$ cat config.mk
export PLATFORM = sky130hd
export DESIGN_NAME = aft_mul32
export DESIGN_NICKNAME = d
export VERILOG_FILES = /design/src/rtl/aft_mul32.sv
export SDC_FILE = /design/constraint.sdc
export NUM_CORES = 2
export LEC_CHECK = 0
export BUFFER_PORTS_ARGS = -buffer_cell sky130_fd_sc_hd__buf_2
export CELL_PAD_IN_SITES_DETAIL_PLACEMENT = 1
export CELL_PAD_IN_SITES_GLOBAL_PLACEMENT = 1
export CORE_AREA = 5 5 290 292
export DETAILED_ROUTE_END_ITERATION = 8
export DIE_AREA = 0 0 295 297
export GPL_ROUTABILITY_DRIVEN = 0
export PLACE_DENSITY = 0.84
export SLEW_MARGIN = 30
export SYNTH_ARGS = -nofsm -noshare
export SYNTH_HDL_FRONTEND = slang
export SYNTH_SLANG_ARGS = --single-unit
$ cat constraint.sdc
create_clock -name aclk -period 13.05 [get_ports aclk]
set_input_delay 3.915 -clock aclk [delete_from_list [all_inputs] [get_ports aclk]]
set_output_delay 3.915 -clock aclk [all_outputs]
set_load 0.02 [all_outputs]
$ cat src/rtl/aft_mul32.sv
// ----------------------------------------------------------------------------
// aft_mul32
// Shared 32x32 unsigned multiplier with registered product.
// ----------------------------------------------------------------------------
module aft_mul32 (
    input  logic        aclk,
    input  logic [31:0] a,
    input  logic [31:0] b,
    output logic [63:0] p
);

    logic [63:0] p_reg;

    always_ff @(posedge aclk) begin
        p_reg <= 64'(a) * 64'(b);
    end

    assign p = p_reg;

endmodule

==> results.md <==
- Router iterations before antenna repair: 7
- Die Height: roughly 300 um
- Via count: 25.75k
- Clock Path Buffers: 2
- #FFs+latches synth: 64
- Main area contributors after synthesis: fa_1 (52%), and2_1 (11%), ha_1 (9.5%), inv_1 (9.4%), nand2_1 (5.2%)
- CP max stage delay: 620 ps
- Final Net Count: 4900
- Number of flip-flops in the largest register: 64
- # H-tree levels: 3
- Synth Area per Inst: 9.252 um^2
- Number of library cell types mapped by synthesis: 57
- Starting DRC count in detailed routing: 1401
- RSZ-0062 raised after global routing: false
- Die ar.: between 80000 and 90000 um^2
- DR vias/cell: 5.414
- Initial Util: 42.64%
- Final hold viol count: 0
- FFs w/ async S/R, synth: 0%
- F_max: roughly 86 MHz
- Detail Route Antenna Nets: 0
- Tot GR Track Use: roughly a quarter
- Total CTS buffers: 9
- Cell Chain, Critical Path: buf_2 > nand2_1 > fa_1 > inv_1 > fa_1 > inv_1 > fa_1 > inv_1 > fa_1 > fa_1 > fa_1 > fa_1 > inv_1 > fa_1 > inv_1 > ha_1 > nand4_1 > or4_1 > or3_1 > a31oi_1 > a31o_2 > a211oi_1 > o21ai_1 > xor2_1
- Top cell by count, worst path: fa_1
- Hold_buf cts: 0
- Yosys top cell by area: fa_1
- Non-Filler Instances: 4756
- Setup Buffers After CTS: 0
- CP Max Fanout: 32
- Hold/Removal Path Class: in2reg
- Clock slew at reported path FFs: 70 ps
- Fin crit share: 89.59%
- FP Rows: between 100 and 150
- I/O Pins: 129
- Post-synth EDFFs: 0
- Routed len/inst: roughly 23 um
- CTS tree: done
- Critical path data arrival time: 11990 ps
- Mapped Area: 34680 um^2
- Final hold slack: 4222 ps
- CP top delay family: adder cells
- Critical path's slowest cell: buf_2
- Crit path launch type: input pin
- Die Wd: 295 um
- DRC viols: 0
- TNS Setup: 0 ps
- PortBufs: around 130
- Yosys top cell area share: 51.73%
- Congestion Overflow GR: 0
- P&R area growth vs syn: 4.492%
- Post-synth top cells: fa_1 (896), inv_1 (865), and2_1 (602), nand2_1 (480), ha_1 (263)
- Core area: 81320 um^2
- CTS Sinks: 64
- Fin util: 44.56%
- First-pass GRT wire length: 168.6 mm
- Register area share after synthesis: 3.695%
- Worst slew margin: 40.23%
- Crit end category: register
- Leading cell type by number of instances after synthesis: fa_1
- Antenna violations before repair: 6
- Max-cap violations: 0
- WS Path Type: in2reg
- Largest net degree at the start of global routing: 33
- Setup violators final: 0
- Worst-Margin Slew: approximately 890 ps
- Post-Syn Nets: 4972
- Yosys warning count: 0
- CP required: 13340 ps
- Tmin final: 11690 ps
- Inst Count DP: 4735
- CTS root buffer: clkbuf_16
- Status: finished, final reports clean
- Worst path bufs/invs: 6
- Post-DP HPWL: a little under 90 mm
- Post-Route WL: ~110 mm
- Vias in the first global route: around 31k
- Gate Count Post-Synth: 3748
- Layout cell share with drive strength beyond 1: 4.618%
- Synth Flop Type: dfxtp_1
- Slew Limit Fails: 0
- Post-CTS Resized: 0
## layout make-up
| class | instances | area, um^2 |
|---|---|---|
| well taps | 1070 | 1339 |
| diodes | 5 | 12.51 |
| repair buffers | 137 | 708.2 |
| clock inverters | 6 | 92.59 |
| multi-input cells | 2599 | 29310 |
| inverters | 865 | 3247 |
| flip-flops and latches | 64 | 1281 |
| clock buffers | 10 | 239.0 |
| fillers | 9404 | 45090 |
## metal layers
layer  global-route usage, %  share of wire [%]  up-vias
met5                       0                  0        -
li1                        -                  -    10700
met4                   16.08                8.0        0
met3                   2.792                4.4      420
met1                   27.15                 34    13660
met2                   45.37                 53      971
## cell usage in the layout (no fill, tap or decap), types with 20 or more instances in the layout
cell type and n:
xnor2_1 35, fa_1 896, nand2_1 480, xor2_1 25
nand4_1 23, inv_1 865, o21ai_0 21, a21oi_1 63
ha_1 263, and2_1 602, buf_2 128, a21o_1 40
dfxtp_1 64, nor2_1 20
## logic make-up after synthesis
logic type               Yosys count  synth area share (%)
AO/OA/AOI/OAI                    202                 4.153
buffers and inverters           1085                 11.77
AND/OR/NAND/NOR                 1177                 17.62
multiplexers                       1               0.02887
flip-flops                        64                 3.695
XOR/XNOR                          60                 1.515
adder cells (fa/ha/maj)         1159                 61.22
## final timing paths
path / end / startpoint / cells past startpoint / slack [ps]
setup / recovery: p[62]$_DFF_P_ / a[23] / 24 / 1360
hold / removal: p[0]$_DFF_P_ / b[0] / 2 / 4220
## per-stage QoR
stage | cell area (um^2) | worst slack (ps)
global placement | 35890 | 1314
finish | 36230 | 1358
global route | 36230 | 1165
CTS | 36220 | 1494
floorplan | 34680 | 2382
detailed placement | 35890 | 1144
Power is left out: the tool's default activity adds up to more than one toggle a clock period on the data nets, which glitch-free logic cannot reach.
