$ cat src/rtl/aft_div.sv
// ----------------------------------------------------------------------------
// aft_div
// Restoring divider, one quotient bit per cycle. The upper half of the
// dividend must be below the divisor; 32 quotient bits are produced.
// ----------------------------------------------------------------------------
module aft_div (
    input  logic        aclk,
    input  logic        aresetn,
    input  logic        start,
    input  logic [63:0] dividend,
    input  logic [31:0] divisor,
    output logic        done,
    output logic [31:0] quotient,
    output logic [31:0] remainder
);

    logic [31:0] rem_reg;
    logic [31:0] quo_reg;
    logic [5:0]  cnt_reg;
    logic        busy_reg;
    logic        done_reg;
    logic [32:0] trial;
    logic        ge;

    assign trial = {rem_reg, quo_reg[31]};
    assign ge    = trial >= {1'b0, divisor};

    always_ff @(posedge aclk) begin
        if (!aresetn) begin
            busy_reg <= 1'b0;
            done_reg <= 1'b0;
            cnt_reg  <= '0;
        end else begin
            done_reg <= 1'b0;
            if (start) begin
                busy_reg <= 1'b1;
                cnt_reg  <= 6'd32;
            end else if (busy_reg) begin
                cnt_reg <= cnt_reg - 6'd1;
                if (cnt_reg == 6'd1) begin
                    busy_reg <= 1'b0;
                    done_reg <= 1'b1;
                end
            end
        end
    end

    always_ff @(posedge aclk) begin
        if (start) begin
            rem_reg <= dividend[63:32];
            quo_reg <= dividend[31:0];
        end else if (busy_reg) begin
            rem_reg <= ge ? 32'(trial - {1'b0, divisor}) : trial[31:0];
            quo_reg <= {quo_reg[30:0], ge};
        end
    end

    assign done      = done_reg;
    assign quotient  = quo_reg;
    assign remainder = rem_reg;

endmodule

$ cat config.mk
export PLATFORM = sky130hd
export DESIGN_NAME = aft_div
export DESIGN_NICKNAME = d
export VERILOG_FILES = /design/src/rtl/aft_div.sv
export SDC_FILE = /design/constraint.sdc
export NUM_CORES = 1
export LEC_CHECK = 0
export BUFFER_PORTS_ARGS = -buffer_cell sky130_fd_sc_hd__buf_2
export CELL_PAD_IN_SITES_DETAIL_PLACEMENT = 1
export CELL_PAD_IN_SITES_GLOBAL_PLACEMENT = 2
export CORE_MARGIN = 2
export CORE_UTILIZATION = 34
export DETAILED_ROUTE_END_ITERATION = 12
export GPL_TIMING_DRIVEN = 0
export PLACE_DENSITY_LB_ADDON = 0.1
export RECOVER_POWER = 25
export SLEW_MARGIN = 20
export SYNTH_ARGS = -nofsm -noshare
export SYNTH_HDL_FRONTEND = slang
export SYNTH_SLANG_ARGS = --single-unit
$ cat constraint.sdc
create_clock -name aclk -period 9.5 [get_ports aclk]
set_clock_uncertainty 0.15 [all_clocks]
set_input_delay 1.9 -clock aclk [delete_from_list [all_inputs] [get_ports aclk]]
set_output_delay 1.9 -clock aclk [all_outputs]
set_load 0.1 [all_outputs]
==> flow_summary.yaml <==
worst_setup_path:
  start_kind: "primary input"
  r2r-start: "quotient[31]$_DFFE_PP_"
  endpoint_kind: "flop"
  critPathKind: "primary input to flop"
  worstPathMaxFanout: 5
  startpoint: "divisor[0]"
  critPathArrivalTime_ps: 4500
  cp.required_ps: 9440
route:
  vias: 4888
  drc: 0
  first_pass_iters: 4
  post_drt_wl_per_cell_um: 18.6
  first_iter_violations: 192
  vias_per_cell: 5.21
  drt_wl_total_mm: 17.5
  antenna_left: 0
synth:
  yosys.area.top_type: "edfxtp_1"
  syn_inst: 548
  ys.flop_type: "edfxtp_1"
  synthTopCellsByArea: "edfxtp_1, ha_1, mux2_2, nand2_1, inv_1"
  synth_nets: 682
  yosys_warnings: 0
  synth_edf_count: 64
  syn_area_um2: 5360
  ys_seq_elements: 72
  ys_types: 63
  synth.avg_cell_area_um2: 9.78
  synth-seq-area-share: 0.388
  async_reset_ff_frac: 0
  synth_top_area_frac: 0.359
outcome:
  status: "finished clean"
placement:
  numPortBuffers: 162
  dp_hpwl_mm: 13.5
  place_ws_ps: 4600
  placed_area_um2: 6460
  place_congestion: 0.837
timing:
  fmax_mhz: 219
  fin_setup_tns_ps: 0
  timing.final.ws_setup_ps: 4940
  whs_ps: 342
  rsz0062_at_grt: "false"
  min_period_ps: 4560
  fin_crit_sh: 0.480
  drv_slew: 0
  worstMarginPinSlew_ps: 1190
  setup_viol: 0
  final-hold-violation-count: 0
  slew_headroom: 0.209
finish:
  area_growth_syn_to_layout_pct: 25.3
  fin_nets: 856
  drive_gt1_frac: 0.274
  n_antenna_cell: 0
  n_fill_cell: 1846
  layout_commonest_cell: "buf_2"
  design_area_um2: 6720
  final_cell_mix: "buf_2, edfxtp_1, clkbuf_1, nand2_1, inv_1"
die:
  rows: 45
  core_area_um2: 15300
  die_w_um: 130
  initial_core_util: 0.350
  die_h_um: 130
  die_area_um2: 16800
  io_pins: 164
pwr:
  leakage_nw: 2.89
  ir_drop_v: 0.000115
  p_per_area_nw_per_um2: 283
clocking:
  clkLatencyLatePin_ps: 340
  cts.sinks: 72
  clkTransAtPathRegs_ps: 70
  cts_inserted_buffers: 9
  htree_num_levels: 3
  cts_hold_buf: 0
  cts_resized: 0
  cts_tree: "yes"
  postCtsSetupBuffers: 0
  root_buffer: "clkbuf_16"
  clockBufferDepth: 2
global_routing:
  antenna_found_initial: 1
  overflow: 0
  grt_start_max_net_pins: 49
  first_global_vias: 5322
  grt_pass1_wl_mm: 27.4
  track_usage: 0.214
worst_hold_path:
  min_path_type: "flop to flop"
  worstHoldStart: "cnt_reg[0]$_SDFFE_PP0P_"
run:
  cap_viol_max_count: 0
-- power by group --
group          leakage, nW  internal, mW  total, mW  switching, mW
Sequential           0.714         0.424      0.468         0.0442
Clock                0.144         0.206      0.358          0.152
Combinational         2.04         0.294       1.08          0.781
-- cell usage after synthesis, drive strengths merged (14+ instances only) --
master and n:
mux2 34, clkbuf 14, nand3b 14, nor2 30
xor2 18, a21oi 30, ha 34, a21o 15
nand2 56, o21ai 21, buf 16, inv 43
edfxtp 64
-- stage by stage --
step | instances | utilization | power [mW]
CTS | 938 | 0.442 | 1.93
global route | 938 | 0.438 | 2.01
global placement | 921 | 0.420 | 1.55
finish | 938 | 0.438 | 1.90
detailed placement | 922 | 0.422 | 1.56
floorplan | 548 | - | 1.33
-- metal layers --
layer / track usage / wire length, um / share of wire / vias up
li1: - / - / - / 2379
met1: 0.264 / 7780 / 0.45 / 2349
met2: 0.363 / 8290 / 0.47 / 137
met3: 0.0520 / 1020 / 0.059 / 21
met4: 0.0797 / 372 / 0.021 / 2
met5: 0 / 11 / 0.00063 / -
-- worst max-delay path, stage by stage --
cell	delay, ps
buf_2	80
ha_1	150
inv_1	50
fa_1	440
a211oi_1	320
o21ai_0	150
o211ai_1	140
a21oi_1	160
o21ai_1	400
a31oi_1	190
xor2_1	200
a221o_1	320
-- cell type report --
class	count	area, um2	area share
Timing Repair Buffer	163	785	0.117
Clock buffer	9	225	0.0335
Buffer	30	151	0.0225
Sequential cell	72	2080	0.310
Clock inverter	7	78.8	0.0117
Tap cell	211	264	0.0393
Multi-Input combinational cell	403	2970	0.442
Inverter	43	161	0.0240
-- cells by family after synthesis --
family / count (synthesis) / share of synthesized area
xor+xnor: 31 / 0.0507
simple gates: 153 / 0.142
mux: 40 / 0.0826
fa+ha+maj: 35 / 0.0831
buf+inv: 73 / 0.0584
flops: 72 / 0.388
compound gates: 144 / 0.195
-- path summary, 6_finish.rpt --
| path | slack [ps] | end | cells after the start |
|---|---|---|---|
| hold reg to reg | 340 | cnt_reg[0]$_SDFFE_PP0P_ | 2 |
| setup reg to reg | 6100 | remainder[30]$_DFFE_PP_ | 12 |
| setup / recovery | 4940 | remainder[30]$_DFFE_PP_ | 12 |
| hold / removal | 340 | cnt_reg[0]$_SDFFE_PP0P_ | 2 |
Power figures use the tool's default switching activity.
