$ cat src/rtl/aft_tbl_mem.sv
// ----------------------------------------------------------------------------
// aft_tbl_mem
// Breakpoint/value table with registered read. Entries never written read
// as their reset value through per-entry valid bits.
// ----------------------------------------------------------------------------
module aft_tbl_mem #(
    parameter int          DEPTH    = 16,
    parameter int          AW       = 4,
    parameter logic [31:0] BRK0_RST = 32'd0,
    parameter logic [31:0] BRK1_RST = 32'd0
) (
    input  logic          aclk,
    input  logic          aresetn,
    input  logic          wr_en,
    input  logic [AW-1:0] wr_addr,
    input  logic [31:0]   wr_break,
    input  logic [31:0]   wr_value,
    input  logic [AW-1:0] rd_addr,
    output logic [31:0]   rd_break,
    output logic [31:0]   rd_value
);

    logic [63:0]      mem_reg [DEPTH];
    logic [DEPTH-1:0] valid_reg;
    logic [63:0]      rd_reg;
    logic [63:0]      rst_word;

    always_comb begin
        if (rd_addr == AW'(0)) begin
            rst_word = {32'd0, BRK0_RST};
        end else if (rd_addr == AW'(1)) begin
            rst_word = {32'd0, BRK1_RST};
        end else begin
            rst_word = 64'd0;
        end
    end

    always_ff @(posedge aclk) begin
        if (wr_en) begin
            mem_reg[wr_addr] <= {wr_value, wr_break};
        end
        rd_reg <= valid_reg[rd_addr] ? mem_reg[rd_addr] : rst_word;
    end

    always_ff @(posedge aclk) begin
        if (!aresetn) begin
            valid_reg <= '0;
        end else if (wr_en) begin
            valid_reg[wr_addr] <= 1'b1;
        end
    end

    assign rd_break = rd_reg[31:0];
    assign rd_value = rd_reg[63:32];

endmodule

$ cat config.mk
export PLATFORM = sky130hd
export DESIGN_NAME = aft_tbl_mem
export DESIGN_NICKNAME = d
export VERILOG_FILES = /design/src/rtl/aft_tbl_mem.sv
export SDC_FILE = /design/constraint.sdc
export NUM_CORES = 1
export LEC_CHECK = 0
export BUFFER_PORTS_ARGS = -buffer_cell sky130_fd_sc_hd__buf_4
export CAP_MARGIN = 40
export CORE_ASPECT_RATIO = 2
export CORE_MARGIN = 2
export CORE_UTILIZATION = 55
export DETAILED_ROUTE_END_ITERATION = 6
export PLACE_DENSITY_LB_ADDON = 0.12
export SLEW_MARGIN = 20
export SYNTH_ARGS = -nofsm -noshare
export SYNTH_HDL_FRONTEND = slang
export SYNTH_SLANG_ARGS = --single-unit
$ cat constraint.sdc
create_clock -name aclk -period 6.45 [get_ports aclk]
set_input_delay 0.3225 -clock aclk [delete_from_list [all_inputs] [get_ports aclk]]
set_output_delay 0.3225 -clock aclk [all_outputs]
set_load 0.01 [all_outputs]
==> reports/qor.yml, run 1 <==
status:
  outcome: "finished clean"
critical_path:
  reg2reg_slack_ps: 4430
  cp_slowest_stage_delay_ps: 710
  crit_required_ps: 6960
  cp_data_arrival_time_ps: 2800
  cp_max_fo: 110
  critPathLaunchType: "input port"
  crit_buf_inv: 2
  worstPathCellList: "buf_8 > buf_12 > mux4_2 > a22oi_1 > a21oi_1"
  slowest_stage: "buf_12"
  crit_path_end_kind: "flop"
  r2r_start: "valid_reg[5]"
  startpoint: "rd_addr[0]"
  path_delay_family: "buffers and inverters"
  path_class: "input port to flop"
clocking:
  clockRootBuffer: "clkbuf_16"
  clk_latency_ps: 670
  clk_pin_slew_ps: 70
  cts_buffers: 90
  clock-sinks: 1104
  cts_resized: 0
  h-tree-depth: 3
  cts_buffer_depth: 3
  cts_tree: "yes"
floorplanning:
  coreArea_um2: 72500
  rows: 140
  fp.dieH_um: 386
  io_pins: 139
  dieArea_um2: 75400
  die_w_um: 195
  initial_core_util_pct: 55.4
yosys:
  ys_types: 21
  avgSynthCellArea_um2: 23.7
  synth_fp_nets: 1771
  syn_inst: 1696
  synth.yosys.seq_area_share_pct: 80.5
  synth_seq_cells: 1104
  synth_area_um2: 40200
  yosysWarnings: 0
grt:
  grt_pass1_vias: 19700
  grt.busiest_layer: "met2"
  grt_use_met2_pct: 41.3
  globalRouteMet3Util_pct: 3.86
  grt_remaining_overflow: 0
  grt_use_total_pct: 24.7
  grt_max_degree: 111
  grt_use_met1_pct: 34.2
  grt_pass1_wl_mm: 133
  antenna_found_initial: 4
timing:
  slew_violations: 0
  tns_ps: 0
  setup_viol_count_final: 0
  hold_viol: 0
  fin_skew_ps: 18.1
  finalCritPeriodShare_pct: 35.6
  fin_ws_ps: 4150
  tightest_slew_ps: 959
  max_freq_mhz: 436
  slew_headroom_pct: 36.0
  rsz0062_at_grt: "false"
  period_needed_ps: 2300
  timing.hold.ws_ps: 261
detailed_routing:
  wl_mm: 90.6
  drt-initial-drc-count: 1775
  ant_nets: 0
  dr.pass1.iters: 5
  wl_per_cell_um: 30.7
  vias: 19000
  vias_per_cell: 6.43
  drc: 0
layout:
  drive_gt1_share_pct: 30.5
  nets: 2029
  regArea_um2: 32400
  multi_input_area_um2: 7550
  syn_to_final_growth_pct: 15.7
  utilization_pct: 64.1
  nFillCells: 4827
  largest_reg_flops: 1024
place:
  place_congestion: 0.706
  io_buffers: 138
  hpwlAfterDp_mm: 44.0
  dpl_worst_slack_ps: 3420
flow_run:
  drv_cap: 0
worst_hold_path:
  hold_class: "input port to flop"
  hold_path.startpoint: "rd_addr[3]"
pwr:
  power_w: 0.0143
  ir_drop_mv: 0.213
  cellLeakagePower_nw: 14.8
  pwr_density_cell_nw_per_um2: 307
-- area by class of cell --
class	instances	area share, %
flip-flops and latches	1104	69.6
multi-input cells	498	16.2
clock buffers	112	5.29
repair buffers	260	5.20
well taps	923	2.48
clock inverters	53	1.22
diodes	4	0.0215
-- stage by stage --
stage / cells / cell area [µm²]
2_1_floorplan: 1696 / 40200
3_3_place_gp: 2705 / 42500
3_5_place_dp: 2719 / 42800
4_1_cts: 2949 / 46500
5_1_grt: 2953 / 46500
6_report: 2954 / 46500
-- cells by family after synthesis --
kind of cell / after synthesis / share of synthesized area [%]
compound gates: 210 / 3.53
flops: 1104 / 80.5
simple gates: 28 / 0.358
buf+inv: 94 / 1.05
mux: 260 / 14.6
-- placed cells by master (no fill, tap or decap) --
master,count
nand2b_1,2
clkbuf_1,13
clkinvlp_4,6
nor2b_4,2
dlygate4sd3_1,65
a21oi_1,64
a22o_1,2
buf_16,10
nor3_2,4
clkinv_4,3
nand2_1,1
nand3b_1,2
buf_12,7
clkbuf_16,93
o21a_1,16
a22oi_1,128
or3b_2,1
buf_8,2
and2_4,1
bufinv_16,11
diode_2,4
clkinv_1,10
clkbuf_8,6
nand3_1,1
mux4_2,260
nor2_4,14
edfxtp_1,1024
inv_6,3
buf_4,176
dfxtp_1,80
clkinv_2,20
-- synth_stat cells --
| cell | count | area share (%) |
|---|---|---|
| nand2b_1 | 2 | 0.031 |
| clkbuf_1 | 50 | 0.47 |
| or3b_2 | 1 | 0.022 |
| a21oi_1 | 64 | 0.80 |
| o21a_1 | 16 | 0.30 |
| dfxtp_1 | 80 | 4.0 |
| edfxtp_1 | 1024 | 77 |
| buf_1 | 5 | 0.047 |
| nor2_4 | 1 | 0.028 |
| buf_4 | 8 | 0.15 |
| and2_1 | 1 | 0.016 |
| a22oi_1 | 128 | 2.4 |
| nand3_1 | 1 | 0.012 |
| nor3_1 | 4 | 0.050 |
| nor2b_1 | 2 | 0.031 |
| buf_2 | 31 | 0.39 |
| nand2_1 | 1 | 0.0093 |
| a22o_1 | 2 | 0.044 |
| nand3b_1 | 2 | 0.037 |
| mux4_2 | 260 | 15 |
| nor2_1 | 13 | 0.12 |
-- timing repair --
item	in CTS	in global routing
hold buffers	65	0
endpoints found under the hold margin	1040	0
buffers inserted	0	0
-- routing by layer --
metal,vias up,wire length (µm)
li1,7794,-
met1,10300,36500
met2,780,45800
met3,136,6100
met4,0,2230
met5,-,0
-- worst reg2reg max path, delay by kind of cell (launching register included) --
kind / cells / cell delay [ps]
buffers and inverters: 1 / 520
multiplexers: 1 / 480
AO/OA/AOI/OAI: 2 / 450
flip-flops: 1 / 320
AND/OR/NAND/NOR: 1 / 90
-- power by group --
group	switching [W]	internal (W)	total [W]
Sequential	0.0000343	0.00796	0.00799
Combinational	0.000382	0.000299	0.000681
Clock	0.00247	0.00316	0.00562
-- final timing paths --
check,end,depth (start not counted)
hold reg to reg,valid_reg[14],1
setup reg to reg,rd_reg[45],5
hold / removal,rd_reg[50],4
setup / recovery,rd_reg[57],5
Note: power is estimated with default switching activity, not from simulation.
==> inputs of run 2 (changes only) <==
==> constraint.sdc (replaced) <==
create_clock -name aclk -period 2.1 [get_ports aclk]
set_input_delay 0.105 -clock aclk [delete_from_list [all_inputs] [get_ports aclk]]
set_output_delay 0.105 -clock aclk [all_outputs]
set_load 0.01 [all_outputs]
==> reports/qor.yml, run 2 (synthesized netlist as in run 1, its figures left out) <==
layout:
  layout_common_cells: "1024 x edfxtp_1, 260 x mux4_2, 171 x buf_4"
  nFillCells: 4874  # +0.97%
  syn_to_final_growth_pct: 17.6
  regArea_um2: 32400  # unchanged
  nets: 2070  # +2.0%
  drive_gt1_share_pct: 31.5  # +0.93 points
  multi_input_area_um2: 7590  # +0.53%
  largest_reg_flops: 1024  # unchanged
  mostFrequentLayoutCell: "edfxtp_1"
floorplanning:
  dieArea_um2: 75400  # unchanged
  rows: 140  # unchanged
  initial_core_util_pct: 55.4  # unchanged
  coreArea_um2: 72500  # unchanged
  fp.dieH_um: 386  # unchanged
  die_w_um: 195  # unchanged
  io_pins: 139  # unchanged
detailed_routing:
  dr.pass1.iters: 5  # unchanged
  wl_per_cell_um: 30.7  # about the same
  vias: 18900  # -0.46%
  ant_nets: 0  # unchanged
  drt-initial-drc-count: 1732  # -2.4%
  vias_per_cell: 6.30  # -2.0%
  wl_mm: 92.0  # +1.6%
  drc: 0  # unchanged
timing:
  fin_ws_ps: 303  # -3850 ps
  finalCritPeriodShare_pct: 85.6
  slew_violations: 0  # unchanged
  timing.hold.ws_ps: 101  # -160 ps
  max_freq_mhz: 556
  rsz0062_at_grt: "false"
  tns_ps: 0  # unchanged
  tightest_slew_ps: 578  # -381 ps
  setup_viol_count_final: 0  # unchanged
  fin_skew_ps: 26.5  # +8.35 ps
  hold_viol: 0  # unchanged
  period_needed_ps: 1800
  slew_headroom_pct: 61.5  # +25 points
critical_path:
  cp_max_fo: 20  # -82%
  cp_slowest_stage_delay_ps: 460  # -250 ps
  crit_path_end_kind: "flop"
  crit_top_cell: "buf_12"
  critPathLaunchType: "flop"
  cp_data_arrival_time_ps: 2340  # -460 ps
  crit_buf_inv: 2  # unchanged
  slowest_stage: "mux4_2"
  path_class: "flop to flop"
  path_delay_family: "multiplexers"
  crit_required_ps: 2640  # -4320 ps
  worstPathCellList: "mux4_2 > a22o_1 > nor2_4 > buf_12 > buf_12 > a21oi_1"
  reg2reg_slack_ps: 300  # -4130 ps
place:
  dpl_worst_slack_ps: 199  # -3220 ps
  io_buffers: 138  # unchanged
  hpwlAfterDp_mm: 49.0  # +11%
  place_congestion: 0.725  # +2.8%
pwr:
  cellLeakagePower_nw: 15.1  # +2.0%
  pwr_density_cell_nw_per_um2: 929  # +200%
  power_w: 0.0439  # +210%
  ir_drop_mv: 0.691  # +220%
clocking:
  clk_pin_slew_ps: 70  # about the same
  cts_resized: 0  # unchanged
  post_cts_buffers: 0  # unchanged
  cts_tree: "yes"
  cts_buffers: 92  # +2.2%
  clock-sinks: 1104  # unchanged
  clockRootBuffer: "clkbuf_16"
  cts_buffer_depth: 3  # unchanged
  h-tree-depth: 3  # unchanged
  clk_latency_ps: 670  # about the same
grt:
  grt_pass1_wl_mm: 135  # +1.5%
  antenna_found_initial: 4  # unchanged
  grt_max_degree: 71  # -36%
  grt_pass1_vias: 19900  # +0.81%
  grt_use_total_pct: 25.1  # +0.33 points
  grt_remaining_overflow: 0  # unchanged
worst_hold_path:
  hold_class: "input port to flop"
flow_run:
  drv_cap: 0  # unchanged
status:
  outcome: "finished clean"
==> run 2: cell count changes in the layout (fill, tap and decap cells not counted), moves of 2 or more <==
cell and delta:
nor3_2 -4, buf_16 -10, buf_12 +52, clkbuf_8 -2
nor3_4 +4, buf_4 -5, clkbuf_1 +4, dlygate4sd3_1 +2
clkinvlp_4 -2, clkinv_2 -3, bufinv_16 -2, clkinv_1 +7
inv_6 +2
==> run 2: path summary, 6_finish.rpt <==
kind                       end  cells after the start     startpoint
setup / recovery    rd_reg[53]                      6  valid_reg[12]
hold / removal       rd_reg[8]                      4     rd_addr[1]
setup reg to reg    rd_reg[53]                      6  valid_reg[12]
hold reg to reg   valid_reg[2]                      1   valid_reg[2]
==> run 2: worst min-delay path, cell delays in order <==
cell,delay (ps)
buf_4,120
and2_4,200
a22oi_1,100
a21oi_1,170
==> run 2: what timing repair did <==
item	in CTS	in global routing
endpoints found under the setup margin	0	0
hold buffers	67	0
hold endpoints to repair	1041	0
==> run 2: power breakdown <==
| part | switching (W) | total [W] | internal, W |
|---|---|---|---|
| clock | 0.00767 | 0.0172 | 0.00950 |
| sequential | 0.000107 | 0.0245 | 0.0244 |
| combinational | 0.00121 | 0.00220 | 0.000997 |
==> run 2: layer usage <==
layer | global-route usage (%) | wire length [µm] | up-vias
met5 | 0 | 24 | -
met1 | 34.8 | 36900 | 10200
met3 | 3.54 | 5400 | 112
met2 | 42.9 | 48200 | 657
met4 | 5.84 | 1500 | 4
li1 | - | - | 7888
==> run 2: through the flow <==
| step | utilization [%] | cell area (µm²) | cells |
|---|---|---|---|
| finish | 65.2 | 47300 | 2999 |
| floorplan | - | 40300 | 1696 |
| CTS | 65.2 | 47300 | 2995 |
| global route | 65.2 | 47300 | 2997 |
| detailed placement | 60.1 | 43600 | 2757 |
| global placement | 60.1 | 43600 | 2757 |
==> run 2: layout make-up <==
| cell class | instances | area share (%) |
|---|---|---|
| well taps | 923 | 2.44 |
| multi-input cells | 498 | 16.1 |
| repair buffers | 299 | 6.70 |
| clock buffers | 115 | 5.23 |
| diodes | 4 | 0.0212 |
| clock inverters | 56 | 1.13 |
| flip-flops and latches | 1104 | 68.4 |
==> inputs of run 3 (changes only) <==
--- a/config.mk
+++ b/config.mk
@@ -9,7 +9,7 @@
 export CAP_MARGIN = 40
 export CORE_ASPECT_RATIO = 2
 export CORE_MARGIN = 2
-export CORE_UTILIZATION = 55
+export CORE_UTILIZATION = 50
 export DETAILED_ROUTE_END_ITERATION = 6
 export PLACE_DENSITY_LB_ADDON = 0.12
 export SLEW_MARGIN = 20
==> reports/qor.yml, run 3 (synthesized netlist as in run 1, its figures left out) <==
detailed_routing:
  vias: 18900  # -0.22%
  wl_mm: 93.7  # +1.8%
  dr.pass1.iters: 7  # +2
  wl_per_cell_um: 30.0  # -2.3%
  ant_nets: 0  # unchanged
  vias_per_cell: 6.04  # -4.2%
  drt-initial-drc-count: 1549  # -11%
  drc: 0  # unchanged
layout:
  stdcell_count: 3125  # +4.2%
  nets: 2078  # +0.39%
  multi_input_area_um2: 7590  # unchanged
  nFillCells: 5702  # +17%
  mostFrequentLayoutCell: "edfxtp_1"
  layout_common_cells: "1024 x edfxtp_1, 260 x mux4_2, 179 x buf_4"
  largest_reg_flops: 1024  # unchanged
  drive_gt1_share_pct: 32.0  # +0.49 points
  regArea_um2: 32400  # unchanged
  syn_to_final_growth_pct: 18.3
grt:
  grt_max_degree: 70  # -1.4%
  grt_pass1_vias: 20100  # +1.2%
  grt_remaining_overflow: 0  # unchanged
  antenna_found_initial: 1  # -3
  grt_use_total_pct: 23.4  # -1.7 points
  grt_pass1_wl_mm: 137  # +1.6%
place:
  io_buffers: 138  # unchanged
  place_inst: 2884  # +4.6%
  place_congestion: 0.736  # +1.4%
  hpwlAfterDp_mm: 51.9  # +5.8%
  dpl_worst_slack_ps: 162  # -36.8 ps
critical_path:
  cp_max_fo: 23  # +15%
  path_depth: 6  # unchanged
  reg2reg_slack_ps: 260  # -40 ps
  startpoint: "valid_reg[12]"
  slowest_stage: "mux4_2"
  crit_required_ps: 2640  # about the same
  r2r_cells: 6  # unchanged
  worstPathCellList: "mux4_2 > a22o_1 > nor2_4 > buf_12 > buf_4 > a21oi_1"
  timing.rr.end: "rd_reg[44]"
  cp_data_arrival_time_ps: 2370  # +30 ps
  crit_buf_inv: 2  # unchanged
  r2r_start: "valid_reg[12]"
  critPathLaunchType: "flop"
  cp_slowest_stage_delay_ps: 450  # about the same
  crit_path_end_kind: "flop"
  path_class: "flop to flop"
  cp-endpoint: "rd_reg[44]"
  path_delay_family: "buffers and inverters"
clocking:
  cts_buffers: 92  # unchanged
  cts_buffer_depth: 3  # unchanged
  clock-sinks: 1104  # unchanged
  clk_latency_ps: 670  # about the same
  cts_tree: "yes"
  h-tree-depth: 3  # unchanged
  clockRootBuffer: "clkbuf_16"
  clk_pin_slew_ps: 70  # about the same
floorplanning:
  initial_core_util_pct: 50.2  # -5.2 points
  fp.dieH_um: 405  # +4.8%
  coreArea_um2: 80000  # +10%
  io_pins: 139  # unchanged
  rows: 147  # +5.0%
  die_w_um: 204  # +4.8%
  dieArea_um2: 82800  # +9.8%
timing:
  tightest_slew_ps: 613  # +34.9 ps
  setup_viol_count_final: 0  # unchanged
  hold_viol: 0  # unchanged
  rsz0062_at_grt: "false"
  finalCritPeriodShare_pct: 87.5  # +1.9 points
  slew_headroom_pct: 59.1  # -2.3 points
  slew_violations: 0  # unchanged
  fin_skew_ps: 25.1  # -1.37 ps
  fin_ws_ps: 263  # -40.2 ps
  max_freq_mhz: 544  # -2.2%
  period_needed_ps: 1840  # +40.2 ps
worst_hold_path:
  hold_path.startpoint: "wr_en"
  hold_class: "input port to flop"
pwr:
  internal-power_w: 0.0353  # +0.90%
  power_switching_share_pct: 20.2  # -0.22 points
  ir_drop_mv: 0.713  # +3.1%
  combPwrFrac_pct: 5.0  # about the same
  cellLeakagePower_nw: 15.2  # +0.56%
  p_sw_w: 0.00894  # -0.46%
  power_w: 0.0442  # +0.62%
  seqPwrFrac_pct: 55.5  # -0.4 points
  pwr-share-clk_pct: 39.5  # +0.4 points
  pwr_density_cell_nw_per_um2: 929  # about the same
flow_run:
  drv_cap: 0  # unchanged
status:
  outcome: "finished clean"
-- run 3: changes by cell type in the layout (fill, tap and decap cells not counted), moves of 3 or more --
cell       change
buf_4          +8
clkbuf_16      +5
clkbuf_8       +6
clkinv_1       -7
clkinv_2       +3
clkinv_4       -3
diode_2        -3
inv_6          -4
-- run 3: final cells by class --
class                           count  area share [%]
Timing Repair Buffer              307            6.76
Tap cell                         1043            2.74
Sequential cell                  1104            68.0
Multi-Input combinational cell    498            16.0
Antenna cell                        1         0.00526
Clock buffer                      128            5.65
Clock inverter                     44           0.845
-- run 3: worst min path at each step --
stage,depth (start not counted),slack (ps),to
finish,4,120,mem_reg[14][45]
detailed placement,1,410,mem_reg[7][27]
global placement,1,390,mem_reg[14][59]
floorplan,0,200,mem_reg[0][0]
CTS,4,80,rd_reg[17]
global route,4,110,mem_reg[14][45]
-- run 3: per-layer routing --
layer  vias up  share of wire (%)  GRT usage, %
met4         0                2.3          6.50
met3       121                5.3          3.84
met1     10300                 40          31.5
li1       7898                  -             -
met5         -                  0             0
met2       553                 52          39.7
-- run 3: timing repair --
item,4_1_cts,5_1_grt
resized for setup,0,0
setup buffers,0,0
hold buffers,68,0
hold endpoints to repair,1044,0
-- run 3: power by group through the flow --
| stage | Clock, W | Sequential (W) | Combinational [W] |
|---|---|---|---|
| 5_1_grt | 0.0185 | 0.0246 | 0.00237 |
| 3_5_place_dp | 0 | 0.0250 | 0.00213 |
| 4_1_cts | 0.0178 | 0.0245 | 0.00225 |
| 6_report | 0.0174 | 0.0245 | 0.00220 |
| 2_1_floorplan | 0 | 0.0250 | 0.00115 |
| 3_3_place_gp | 0 | 0.0250 | 0.00209 |
-- run 3: through the flow --
step	setup TNS [ps]	cell area (µm²)	hold slack [ps]	utilization, %
2_1_floorplan	-204330	40300	204	-
3_3_place_gp	0	43800	394	54.7
3_5_place_dp	0	43800	407	54.7
4_1_cts	0	47600	76.7	59.4
5_1_grt	0	47600	110	59.4
6_report	0	47600	118	59.4
-- run 3: tightest hold or removal path, stage by stage --
cell	delay (ps)
buf_4	130
nand3_4	120
nor2_4	70
buf_12	160
